### config.mk
export PLATFORM = sky130hd
export DESIGN_NAME = crt_congruence_solver
export DESIGN_NICKNAME = d
export VERILOG_FILES = /design/src/rtl/crt_pkg.sv /design/src/rtl/crt_congruence_solver.sv
export SDC_FILE = /design/constraint.sdc
export NUM_CORES = 2
export LEC_CHECK = 0
export ABC_CLOCK_PERIOD_IN_PS = 17000
export BUFFER_PORTS_ARGS = -buffer_cell sky130_fd_sc_hd__buf_2
export CORE_AREA = 4 4 324 326
export CTS_BUF_LIST = sky130_fd_sc_hd__clkbuf_16
export CTS_CLUSTER_DIAMETER = 30
export DETAILED_ROUTE_END_ITERATION = 10
export DIE_AREA = 0 0 328 330
export PLACE_DENSITY_LB_ADDON = 0.05
export SLEW_MARGIN = 10
export SYNTH_ARGS = -nofsm -noshare
export SYNTH_HDL_FRONTEND = slang
export SYNTH_SLANG_ARGS = --single-unit
### constraint.sdc
create_clock -name clk -period 17 [get_ports clk]
set_clock_uncertainty 0.2 [all_clocks]
set_input_delay 0.85 -clock clk [delete_from_list [all_inputs] [get_ports clk]]
set_output_delay 0.85 -clock clk [all_outputs]
set_load 0.05 [all_outputs]
### src/rtl/crt_pkg.sv
// Shared types and constants of the congruence solver.
package crt_pkg;

    localparam int MAX_CONGRUENCES_DEF = 4;
    localparam int MODULUS_BITS_DEF    = 16;
    localparam int FIELD_W             = 16;
    localparam int PROD_W              = 64;

    localparam logic [1:0] STATUS_OK          = 2'd0;
    localparam logic [1:0] STATUS_NOT_COPRIME = 2'd1;
    localparam logic [1:0] STATUS_OVERFLOW    = 2'd2;

    typedef struct packed {
        logic [FIELD_W-1:0] residue;
        logic [FIELD_W-1:0] modulus;
        logic               last;
    } item_t;

    typedef struct packed {
        logic [PROD_W-1:0] solution;
        logic [PROD_W-1:0] combined_modulus;
        logic [1:0]        status;
    } result_t;

endpackage

### src/rtl/crt_congruence_solver.sv
// Congruence solver: loads residue/modulus words, then solves bit-serially.
// Loading: one word per cycle while idle; a word without last gives no result.
// Solve after last: the product of all moduli, then per entry the product of the other moduli,
// its reduction mod m, a subtractive Euclid inverse, modular multiplies and a running sum.
// The next list is taken once the solve ends; the bit-serial shift/add steps set the pace.
// Async active-low reset clears entry count, overflow flag, state and output valid.
module crt_congruence_solver #(
    parameter int MAX_CONGRUENCES = crt_pkg::MAX_CONGRUENCES_DEF,
    parameter int MODULUS_BITS    = crt_pkg::MODULUS_BITS_DEF
) (
    input  logic             clk,
    input  logic             rst_n,
    input  logic             item_valid,
    output logic             item_stall,
    input  crt_pkg::item_t   item,
    output logic             result_valid,
    input  logic             result_stall,
    output crt_pkg::result_t result
);

    localparam int IDX_W  = (MAX_CONGRUENCES > 1) ? $clog2(MAX_CONGRUENCES) : 1;
    localparam int CNT_W  = $clog2(MAX_CONGRUENCES + 1);
    localparam int FW     = crt_pkg::FIELD_W;
    localparam int PW     = crt_pkg::PROD_W;
    localparam int BIT_W  = $clog2(PW);
    localparam int FIX_W  = $clog2(FW);
    localparam logic [BIT_W-1:0] TOP_MBIT = BIT_W'(MODULUS_BITS - 1);
    localparam logic [BIT_W-1:0] TOP_PBIT = BIT_W'(PW - 1);

    typedef enum logic [11:0] {
        S_IDLE = 12'b0000_0000_0001,
        S_TOT  = 12'b0000_0000_0010,
        S_SEL  = 12'b0000_0000_0100,
        S_OTH  = 12'b0000_0000_1000,
        S_RED  = 12'b0000_0001_0000,
        S_EUC  = 12'b0000_0010_0000,
        S_RRED = 12'b0000_0100_0000,
        S_MM   = 12'b0000_1000_0000,
        S_TADD = 12'b0001_0000_0000,
        S_TDBL = 12'b0010_0000_0000,
        S_SUM  = 12'b0100_0000_0000,
        S_DONE = 12'b1000_0000_0000
    } state_t;

    function automatic logic [PW-1:0] add_mod_p(
        input logic [PW-1:0] a,
        input logic [PW-1:0] b,
        input logic [PW-1:0] m
    );
        logic [PW:0] s;
        s = {1'b0, a} + {1'b0, b};
        if (s >= {1'b0, m})
        begin
            s = s - {1'b0, m};
        end
        return s[PW-1:0];
    endfunction

    function automatic logic [FW-1:0] add_mod_f(
        input logic [FW-1:0] a,
        input logic [FW-1:0] b,
        input logic [FW-1:0] m
    );
        logic [FW:0] s;
        s = {1'b0, a} + {1'b0, b};
        if (s >= {1'b0, m})
        begin
            s = s - {1'b0, m};
        end
        return s[FW-1:0];
    endfunction

    logic [MODULUS_BITS-1:0] res_mem [MAX_CONGRUENCES];
    logic [MODULUS_BITS-1:0] mod_mem [MAX_CONGRUENCES];

    state_t           state_reg, state_next;
    logic [CNT_W-1:0] cnt_reg, cnt_next;
    logic             ovf_reg, ovf_next;
    logic             zero_reg, zero_next;
    logic [IDX_W-1:0] i_reg, i_next, j_reg, j_next;
    logic [BIT_W-1:0] bitc_reg, bitc_next;
    logic [PW-1:0]    prod_reg, prod_next, mult_reg, mult_next, oth_reg, oth_next;
    logic [PW-1:0]    total_reg, total_next, sol_reg, sol_next;
    logic [1:0]       status_reg, status_next;
    logic [FW-1:0]    m_reg, m_next, r_reg, r_next, rem_reg, rem_next;
    logic [FW-1:0]    r0_reg, r0_next, r1_reg, r1_next, s0_reg, s0_next, s1_reg, s1_next;
    logic             out_valid_reg, out_valid_next;
    crt_pkg::result_t out_reg, out_next;

    logic             accept;
    logic [IDX_W-1:0] rd_idx;
    logic [FW-1:0]    mod_rd, res_rd;
    logic [FIX_W-1:0] bi;
    logic             first_bit, last_j, last_i, bit_end;
    logic [PW-1:0]    mul_a, mul_p;
    logic [FW:0]      red_tmp;
    logic [FW-1:0]    red_rem;
    logic [FW-1:0]    mm_dbl;

    assign accept       = item_valid && !item_stall;
    assign item_stall   = (state_reg != S_IDLE);
    assign result_valid = out_valid_reg;
    assign result       = out_reg;

    always_ff @(posedge clk)
    begin
        if (accept && (cnt_reg < CNT_W'(MAX_CONGRUENCES)))
        begin
            res_mem[cnt_reg[IDX_W-1:0]] <= item.residue[MODULUS_BITS-1:0];
            mod_mem[cnt_reg[IDX_W-1:0]] <= item.modulus[MODULUS_BITS-1:0];
        end
    end

    assign rd_idx    = (state_reg == S_SEL) ? i_reg : j_reg;
    assign mod_rd    = FW'(mod_mem[rd_idx]);
    assign res_rd    = FW'(res_mem[rd_idx]);
    assign bi        = bitc_reg[FIX_W-1:0];
    assign first_bit = (bitc_reg == TOP_MBIT);
    assign bit_end   = (bitc_reg == '0);
    assign last_j    = (CNT_W'(j_reg) == cnt_reg - CNT_W'(1));
    assign last_i    = (CNT_W'(i_reg) == cnt_reg - CNT_W'(1));
    assign mul_a     = first_bit ? prod_reg : mult_reg;
    assign mul_p     = (first_bit ? '0 : (prod_reg << 1)) + (mod_rd[bi] ? mul_a : '0);
    assign red_tmp   = (state_reg == S_RED) ? {rem_reg, mult_reg[PW-1]} : {rem_reg, r_reg[bi]};
    assign red_rem   = (red_tmp >= {1'b0, m_reg}) ? FW'(red_tmp - {1'b0, m_reg})
                                                  : red_tmp[FW-1:0];
    assign mm_dbl    = add_mod_f(r1_reg, r1_reg, m_reg);

    always_comb
    begin
        state_next     = state_reg;
        cnt_next       = cnt_reg;
        ovf_next       = ovf_reg;
        zero_next      = zero_reg;
        i_next         = i_reg;
        j_next         = j_reg;
        bitc_next      = bitc_reg;
        prod_next      = prod_reg;
        mult_next      = mult_reg;
        oth_next       = oth_reg;
        total_next     = total_reg;
        sol_next       = sol_reg;
        status_next    = status_reg;
        m_next         = m_reg;
        r_next         = r_reg;
        rem_next       = rem_reg;
        r0_next        = r0_reg;
        r1_next        = r1_reg;
        s0_next        = s0_reg;
        s1_next        = s1_reg;
        out_valid_next = out_valid_reg;
        out_next       = out_reg;

        if (out_valid_reg && !result_stall)
        begin
            out_valid_next = 1'b0;
        end

        unique case (state_reg)
            S_IDLE:
            begin
                if (accept)
                begin
                    if (cnt_reg < CNT_W'(MAX_CONGRUENCES))
                    begin
                        cnt_next = cnt_reg + CNT_W'(1);
                    end
                    else
                    begin
                        ovf_next = 1'b1;
                    end
                    if (item.last)
                    begin
                        state_next = S_TOT;
                        prod_next  = PW'(1);
                        j_next     = '0;
                        bitc_next  = TOP_MBIT;
                        zero_next  = 1'b0;
                    end
                end
            end
            S_TOT:
            begin
                prod_next = mul_p;
                mult_next = mul_a;
                if (mod_rd == '0)
                begin
                    zero_next = 1'b1;
                end
                if (bit_end)
                begin
                    if (last_j)
                    begin
                        total_next = mul_p;
                        if (ovf_reg)
                        begin
                            status_next = crt_pkg::STATUS_OVERFLOW;
                            state_next  = S_DONE;
                        end
                        else if (zero_reg || (mod_rd == '0))
                        begin
                            status_next = crt_pkg::STATUS_NOT_COPRIME;
                            state_next  = S_DONE;
                        end
                        else
                        begin
                            i_next     = '0;
                            sol_next   = '0;
                            state_next = S_SEL;
                        end
                    end
                    else
                    begin
                        j_next    = j_reg + IDX_W'(1);
                        bitc_next = TOP_MBIT;
                    end
                end
                else
                begin
                    bitc_next = bitc_reg - BIT_W'(1);
                end
            end
            S_SEL:
            begin
                m_next     = mod_rd;
                r_next     = res_rd;
                prod_next  = PW'(1);
                j_next     = '0;
                bitc_next  = TOP_MBIT;
                state_next = S_OTH;
            end
            S_OTH:
            begin
                if (j_reg == i_reg)
                begin
                    if (last_j)
                    begin
                        oth_next   = prod_reg;
                        mult_next  = prod_reg;
                        rem_next   = '0;
                        bitc_next  = TOP_PBIT;
                        state_next = S_RED;
                    end
                    else
                    begin
                        j_next    = j_reg + IDX_W'(1);
                        bitc_next = TOP_MBIT;
                    end
                end
                else
                begin
                    prod_next = mul_p;
                    mult_next = mul_a;
                    if (bit_end)
                    begin
                        if (last_j)
                        begin
                            oth_next   = mul_p;
                            mult_next  = mul_p;
                            rem_next   = '0;
                            bitc_next  = TOP_PBIT;
                            state_next = S_RED;
                        end
                        else
                        begin
                            j_next    = j_reg + IDX_W'(1);
                            bitc_next = TOP_MBIT;
                        end
                    end
                    else
                    begin
                        bitc_next = bitc_reg - BIT_W'(1);
                    end
                end
            end
            S_RED:
            begin
                rem_next  = red_rem;
                mult_next = mult_reg << 1;
                if (bit_end)
                begin
                    r0_next    = red_rem;
                    r1_next    = m_reg;
                    s0_next    = (m_reg == FW'(1)) ? '0 : FW'(1);
                    s1_next    = '0;
                    state_next = S_EUC;
                end
                else
                begin
                    bitc_next = bitc_reg - BIT_W'(1);
                end
            end
            S_EUC:
            begin
                if (r1_reg == '0)
                begin
                    if (r0_reg == FW'(1))
                    begin
                        rem_next   = '0;
                        bitc_next  = TOP_MBIT;
                        state_next = S_RRED;
                    end
                    else
                    begin
                        status_next = crt_pkg::STATUS_NOT_COPRIME;
                        state_next  = S_DONE;
                    end
                end
                else if (r0_reg >= r1_reg)
                begin
                    r0_next = r0_reg - r1_reg;
                    s0_next = (s0_reg >= s1_reg) ? (s0_reg - s1_reg)
                                                 : FW'({1'b0, s0_reg} + {1'b0, m_reg}
                                                       - {1'b0, s1_reg});
                end
                else
                begin
                    r0_next = r1_reg;
                    r1_next = r0_reg;
                    s0_next = s1_reg;
                    s1_next = s0_reg;
                end
            end
            S_RRED:
            begin
                rem_next = red_rem;
                if (bit_end)
                begin
                    r1_next    = '0;
                    bitc_next  = TOP_MBIT;
                    state_next = S_MM;
                end
                else
                begin
                    bitc_next = bitc_reg - BIT_W'(1);
                end
            end
            S_MM:
            begin
                r1_next = s0_reg[bi] ? add_mod_f(mm_dbl, rem_reg, m_reg) : mm_dbl;
                if (bit_end)
                begin
                    prod_next  = '0;
                    mult_next  = (oth_reg == total_reg) ? '0 : oth_reg;
                    bitc_next  = TOP_MBIT;
                    state_next = S_TADD;
                end
                else
                begin
                    bitc_next = bitc_reg - BIT_W'(1);
                end
            end
            S_TADD:
            begin
                if (r1_reg[0])
                begin
                    prod_next = add_mod_p(prod_reg, mult_reg, total_reg);
                end
                state_next = S_TDBL;
            end
            S_TDBL:
            begin
                mult_next = add_mod_p(mult_reg, mult_reg, total_reg);
                r1_next   = r1_reg >> 1;
                if (bit_end)
                begin
                    state_next = S_SUM;
                end
                else
                begin
                    bitc_next  = bitc_reg - BIT_W'(1);
                    state_next = S_TADD;
                end
            end
            S_SUM:
            begin
                sol_next = add_mod_p(sol_reg, prod_reg, total_reg);
                if (last_i)
                begin
                    status_next = crt_pkg::STATUS_OK;
                    state_next  = S_DONE;
                end
                else
                begin
                    i_next     = i_reg + IDX_W'(1);
                    state_next = S_SEL;
                end
            end
            S_DONE:
            begin
                if (!out_valid_reg || !result_stall)
                begin
                    out_next.solution         = (status_reg == crt_pkg::STATUS_OK)
                                                ? sol_reg : '0;
                    out_next.combined_modulus = total_reg;
                    out_next.status           = status_reg;
                    out_valid_next            = 1'b1;
                    cnt_next                  = '0;
                    ovf_next                  = 1'b0;
                    state_next                = S_IDLE;
                end
            end
            default:
            begin
                state_next = S_IDLE;
            end
        endcase
    end

    always_ff @(posedge clk or negedge rst_n)
    begin
        if (!rst_n)
        begin
            state_reg     <= S_IDLE;
            cnt_reg       <= '0;
            ovf_reg       <= 1'b0;
            out_valid_reg <= 1'b0;
        end
        else
        begin
            state_reg     <= state_next;
            cnt_reg       <= cnt_next;
            ovf_reg       <= ovf_next;
            out_valid_reg <= out_valid_next;
        end
    end

    always_ff @(posedge clk)
    begin
        zero_reg   <= zero_next;
        i_reg      <= i_next;
        j_reg      <= j_next;
        bitc_reg   <= bitc_next;
        prod_reg   <= prod_next;
        mult_reg   <= mult_next;
        oth_reg    <= oth_next;
        total_reg  <= total_next;
        sol_reg    <= sol_next;
        status_reg <= status_next;
        m_reg      <= m_next;
        r_reg      <= r_next;
        rem_reg    <= rem_next;
        r0_reg     <= r0_next;
        r1_reg     <= r1_next;
        s0_reg     <= s0_next;
        s1_reg     <= s1_next;
        out_reg    <= out_next;
    end

endmodule

==> key figures <==
Run status
  • Status: complete, no violations

Critical path
  • Critical Path End: mult_reg[59]$_DFFE_PP_
  • CP Capture Type: flip-flop
  • Reg2Reg Setup Slack: 6.63 ns
  • WP data arrival: around 11 ns
  • WS Path Type: reg -> reg
  • RR Startpoint: state_reg[7]$_DFFE_PN0P_
  • Crit path launch type: flip-flop
  • CP peak stage delay: approximately 0.97 ns
  • Critical R2R Capture: mult_reg[59]$_DFFE_PP_
  • Crit path max fanout: between 50 and 60
  • Slowest library cell on the worst path: mux2_2
  • R2R cell count: 25
  • Crit. Startpoint: state_reg[7]$_DFFE_PN0P_
  • Critical Path RT: 17.29 ns

Power and ir drop
  • Sw Ratio: 0.481
  • Logic gate share of total power: 0.568
  • Static leakage: between 20 and 30 nW
  • Reg power frac: 0.194
  • Cell Pwr Density: 210 nW/um^2
  • Clk pwr share: 0.238
  • NetSw: between 7 and 8 mW
  • Int Power: 7.57 mW
  • Tot Pwr: around 15 mW
  • Maximum VDD drop: approximately 0.00022 V

Drt
  • Via Count: roughly 59,000
  • DRC viols: 0
  • Drt first pass iters: 9
  • Drt via density: a little under 7
  • Final wirelength: ~240,000 um
  • Wirelength per Cell: 28.3 um
  • Starting DRT DRC Count: 8,746
  • Post-DRT Antenna Nets: 0

Placed design
  • Dpl cells: between 8,000 and 9,000
  • Gpl congestion: 1.08
  • Post-DP HPWL: around 180,000 um
  • Port bufs: between 150 and 200

STA
  • Worst relative slew slack: 0.0830
  • Maximum clock frequency: ~96 MHz
  • TNS Setup: 0 ns
  • Unrepaired setup endpoints after global routing: no
  • Final setup viols: 0
  • Final Max Slew Viols: 0
  • Tcrit/Tclk final: 0.610
  • Fin crit period: 10.37 ns
  • Final hold vios: 0
  • Slew @ Worst Pin: approximately 1.4 ns
  • Worst hold slack: between 0.06 and 0.07 ns

Floorplanning
  • Initial Util: 0.600
  • Site Rows: approximately 120
  • Die area: about 110,000 um^2
  • Chip height: 330 um
  • Die width: ~330 um
  • IO Pins: around 170
  • Core area: 102,000 um^2

Clock network
  • CTS root buffer: clkbuf_16
  • Maximum clock path buffer count: 3
  • Max H-tree Level: 4
  • CTS tree: done
  • Clk slew on worst S/H paths: around 0.050 ns
  • Clock insertion delay at the later pin of the skew report: 0.80 ns
  • CTS resizes: 0
  • Total clock sinks: between 700 and 800
  • Post-CTS setup buffer count: 0
  • CTS Buf Count: ~180

Yosys
  • Cell count after synthesis: approximately 6,800
  • Most used flip-flop cell after synthesis: edfxtp_1
  • Syn_nets: 7,333
  • Xor and xnor area share after synthesis: 0.0733
  • Warnings, synthesis: 0
  • Synth Area in Compound Gates: 0.220
  • Multiplexer share of the synthesized area: 0.0452
  • #FFs+latches synth: 720
  • Synth cell types: 92
  • Adder-cell share of the synthesized area: 0.111
  • Synth Area in Simple Gates: 0.157
  • Seq/Total Area, Yosys: 0.353
  • Post-synthesis cell area: 61,100 um^2
  • Ys async rst share: 0.0236
  • Syn_area_per_cell: 9.02 um^2
  • Largest family of logic cells by synthesized area: compound AO/OA/AOI/OAI gates
  • EDFF count, synth: between 700 and 800

Final layout
  • Commonest non-fill, non-tap cell in the layout: edfxtp_1
  • Max reg flops: 130
  • Non-filler cells, final: 8,431
  • Layout Nets: about 7,500
  • Share of cells above drive strength 1: 0.0954
  • Area grow syn2layout: 13.8%
  • # fillers: between 8,000 and 9,000
  • Most frequent cells in the layout: edfxtp_1, nand2_1, a21oi_1

GRT
  • Largest net degree at the start of global routing: 134
  • GRT Util Overall: 0.426
  • GRT overflow: 0
  • Antenna violations before repair: 24
  • First-pass GRT wire length: 346,000 um
  • Vias in the first global route: roughly 54,000

Job
  • Max-Cap Viols: 0

Hold path
  • Min-delay worst type: in -> reg
==> power groups by stage <==
stage	Combinational [mW]	Sequential [mW]	Clock (mW)
after floorplan	5.87	2.52	0
after global placement	7.81	2.79	0
after detailed placement	7.89	2.79	0
after CTS	7.96	2.77	3.47
after global routing	8.84	2.80	3.58
final	8.29	2.83	3.47
==> critical path: cells and delay by family, from the launching register on <==
kind / cells / cell delay, ns
AND/OR/NAND/NOR: 7 / 2.27
multiplexers: 5 / 2.55
buffers and inverters: 2 / 0.69
AO/OA/AOI/OAI: 9 / 3.05
flip-flops: 1 / 0.48
adder cells (fa/ha/maj): 1 / 0.37
XOR/XNOR: 1 / 0.35
==> worst min path at each step <==
stage | to | cells past startpoint | start | slack [ns]
global placement | result[15]$_DFFE_PP_ | 0 | total_reg[13]$_DFFE_PP_ | 0.28
finish | res_mem[3][14]$_DFFE_PP_ | 1 | item[31] | 0.06
floorplan | result[1]$_DFFE_PP_ | 0 | status_reg[1]$_DFFE_PP_ | 0.23
detailed placement | result[15]$_DFFE_PP_ | 0 | total_reg[13]$_DFFE_PP_ | 0.29
global route | res_mem[3][6]$_DFFE_PP_ | 1 | item[23] | 0.05
CTS | res_mem[0][2]$_DFFE_PP_ | 1 | item[19] | 0.02
==> synthesized netlist by cell type, types with 16 or more instances <==
cell       number  share of area
a21oi_1       619          0.051
nor4_1         60         0.0061
or3_1          34         0.0035
buf_1          26         0.0016
a2111oi_0      23         0.0033
xor2_1        239          0.034
o211ai_1       61         0.0075
nor3_1         97         0.0080
nor2_1        495          0.030
ha_1          499           0.10
o21bai_1       72         0.0089
a221o_1        24         0.0039
a22oi_1        30         0.0037
xnor2_1       272          0.039
and2_1        161          0.016
nor2b_1        60         0.0061
mux2i_1       224          0.037
o21ai_1        18         0.0015
a211oi_1       63         0.0077
o21a_1         45         0.0055
a21o_1        264          0.032
inv_1         340          0.021
nand2_1       648          0.040
o21ai_0       446          0.037
a31oi_1        75         0.0077
a211o_1        18         0.0026
o31ai_1        27         0.0033
a31o_2         18         0.0026
edfxtp_1      703           0.35
o22ai_1        47         0.0048
a21boi_0       27         0.0033
o221ai_1       18         0.0026
nand3_1       125          0.010
or2_2          16         0.0016
nand2b_1       41         0.0042
mux2_2         26         0.0048
buf_2          17         0.0014
clkbuf_1      251          0.015
fa_1           27         0.0089
nand4_1       128          0.013
dfrtp_1        16         0.0066
a221oi_1       55         0.0079
a222oi_1       18         0.0030
and3_1         76         0.0078
==> per-layer routing <==
layer,GRT usage,up-vias,share of wire
met4,0.209,12,0.056
li1,-,25600,-
met5,0,-,0.00034
met1,0.578,27800,0.39
met2,0.600,4390,0.40
met3,0.156,744,0.16
==> what timing repair did <==
item,in CTS,in global routing
endpoints found under the setup margin,0,0
endpoints found under the hold margin,16,0
hold buffers,1,0
==> cell families (layout without fill, tap and decap cells) <==
| family | after synthesis | after routing |
|---|---|---|
| and+or+nand+nor | 2007 | 2007 |
| buffers and inverters | 648 | 924 |
| muxes | 260 | 260 |
| adders and majority gates | 526 | 526 |
| xor gates and xnor gates | 511 | 511 |
| DFF | 720 | 720 |
| AOI/OAI and AO/OA | 2098 | 2098 |
| other | 0 | 17 |
==> final cells by class <==
type | count | area, um^2 | share of cell area
Antenna cell | 17 | 42.5 | 0.000612
Clock buffer | 181 | 4530 | 0.0652
Clock inverter | 157 | 1700 | 0.0245
Inverter | 341 | 1280 | 0.0184
Multi-Input combinational cell | 5402 | 37300 | 0.536
Sequential cell | 720 | 21500 | 0.310
Tap cell | 1368 | 1710 | 0.0246
Timing Repair Buffer | 245 | 1430 | 0.0206
==> stage by stage <==
step,worst slack (ns),util,area (um^2)
floorplan,5.96,-,61100
detailed placement,6.97,0.621,63200
CTS,6.90,0.683,69500
global route,6.24,0.683,69500
finish,6.63,0.683,69500
global placement,7.21,0.621,63200
No activity file was read; power rests on OpenSTA's default activity.
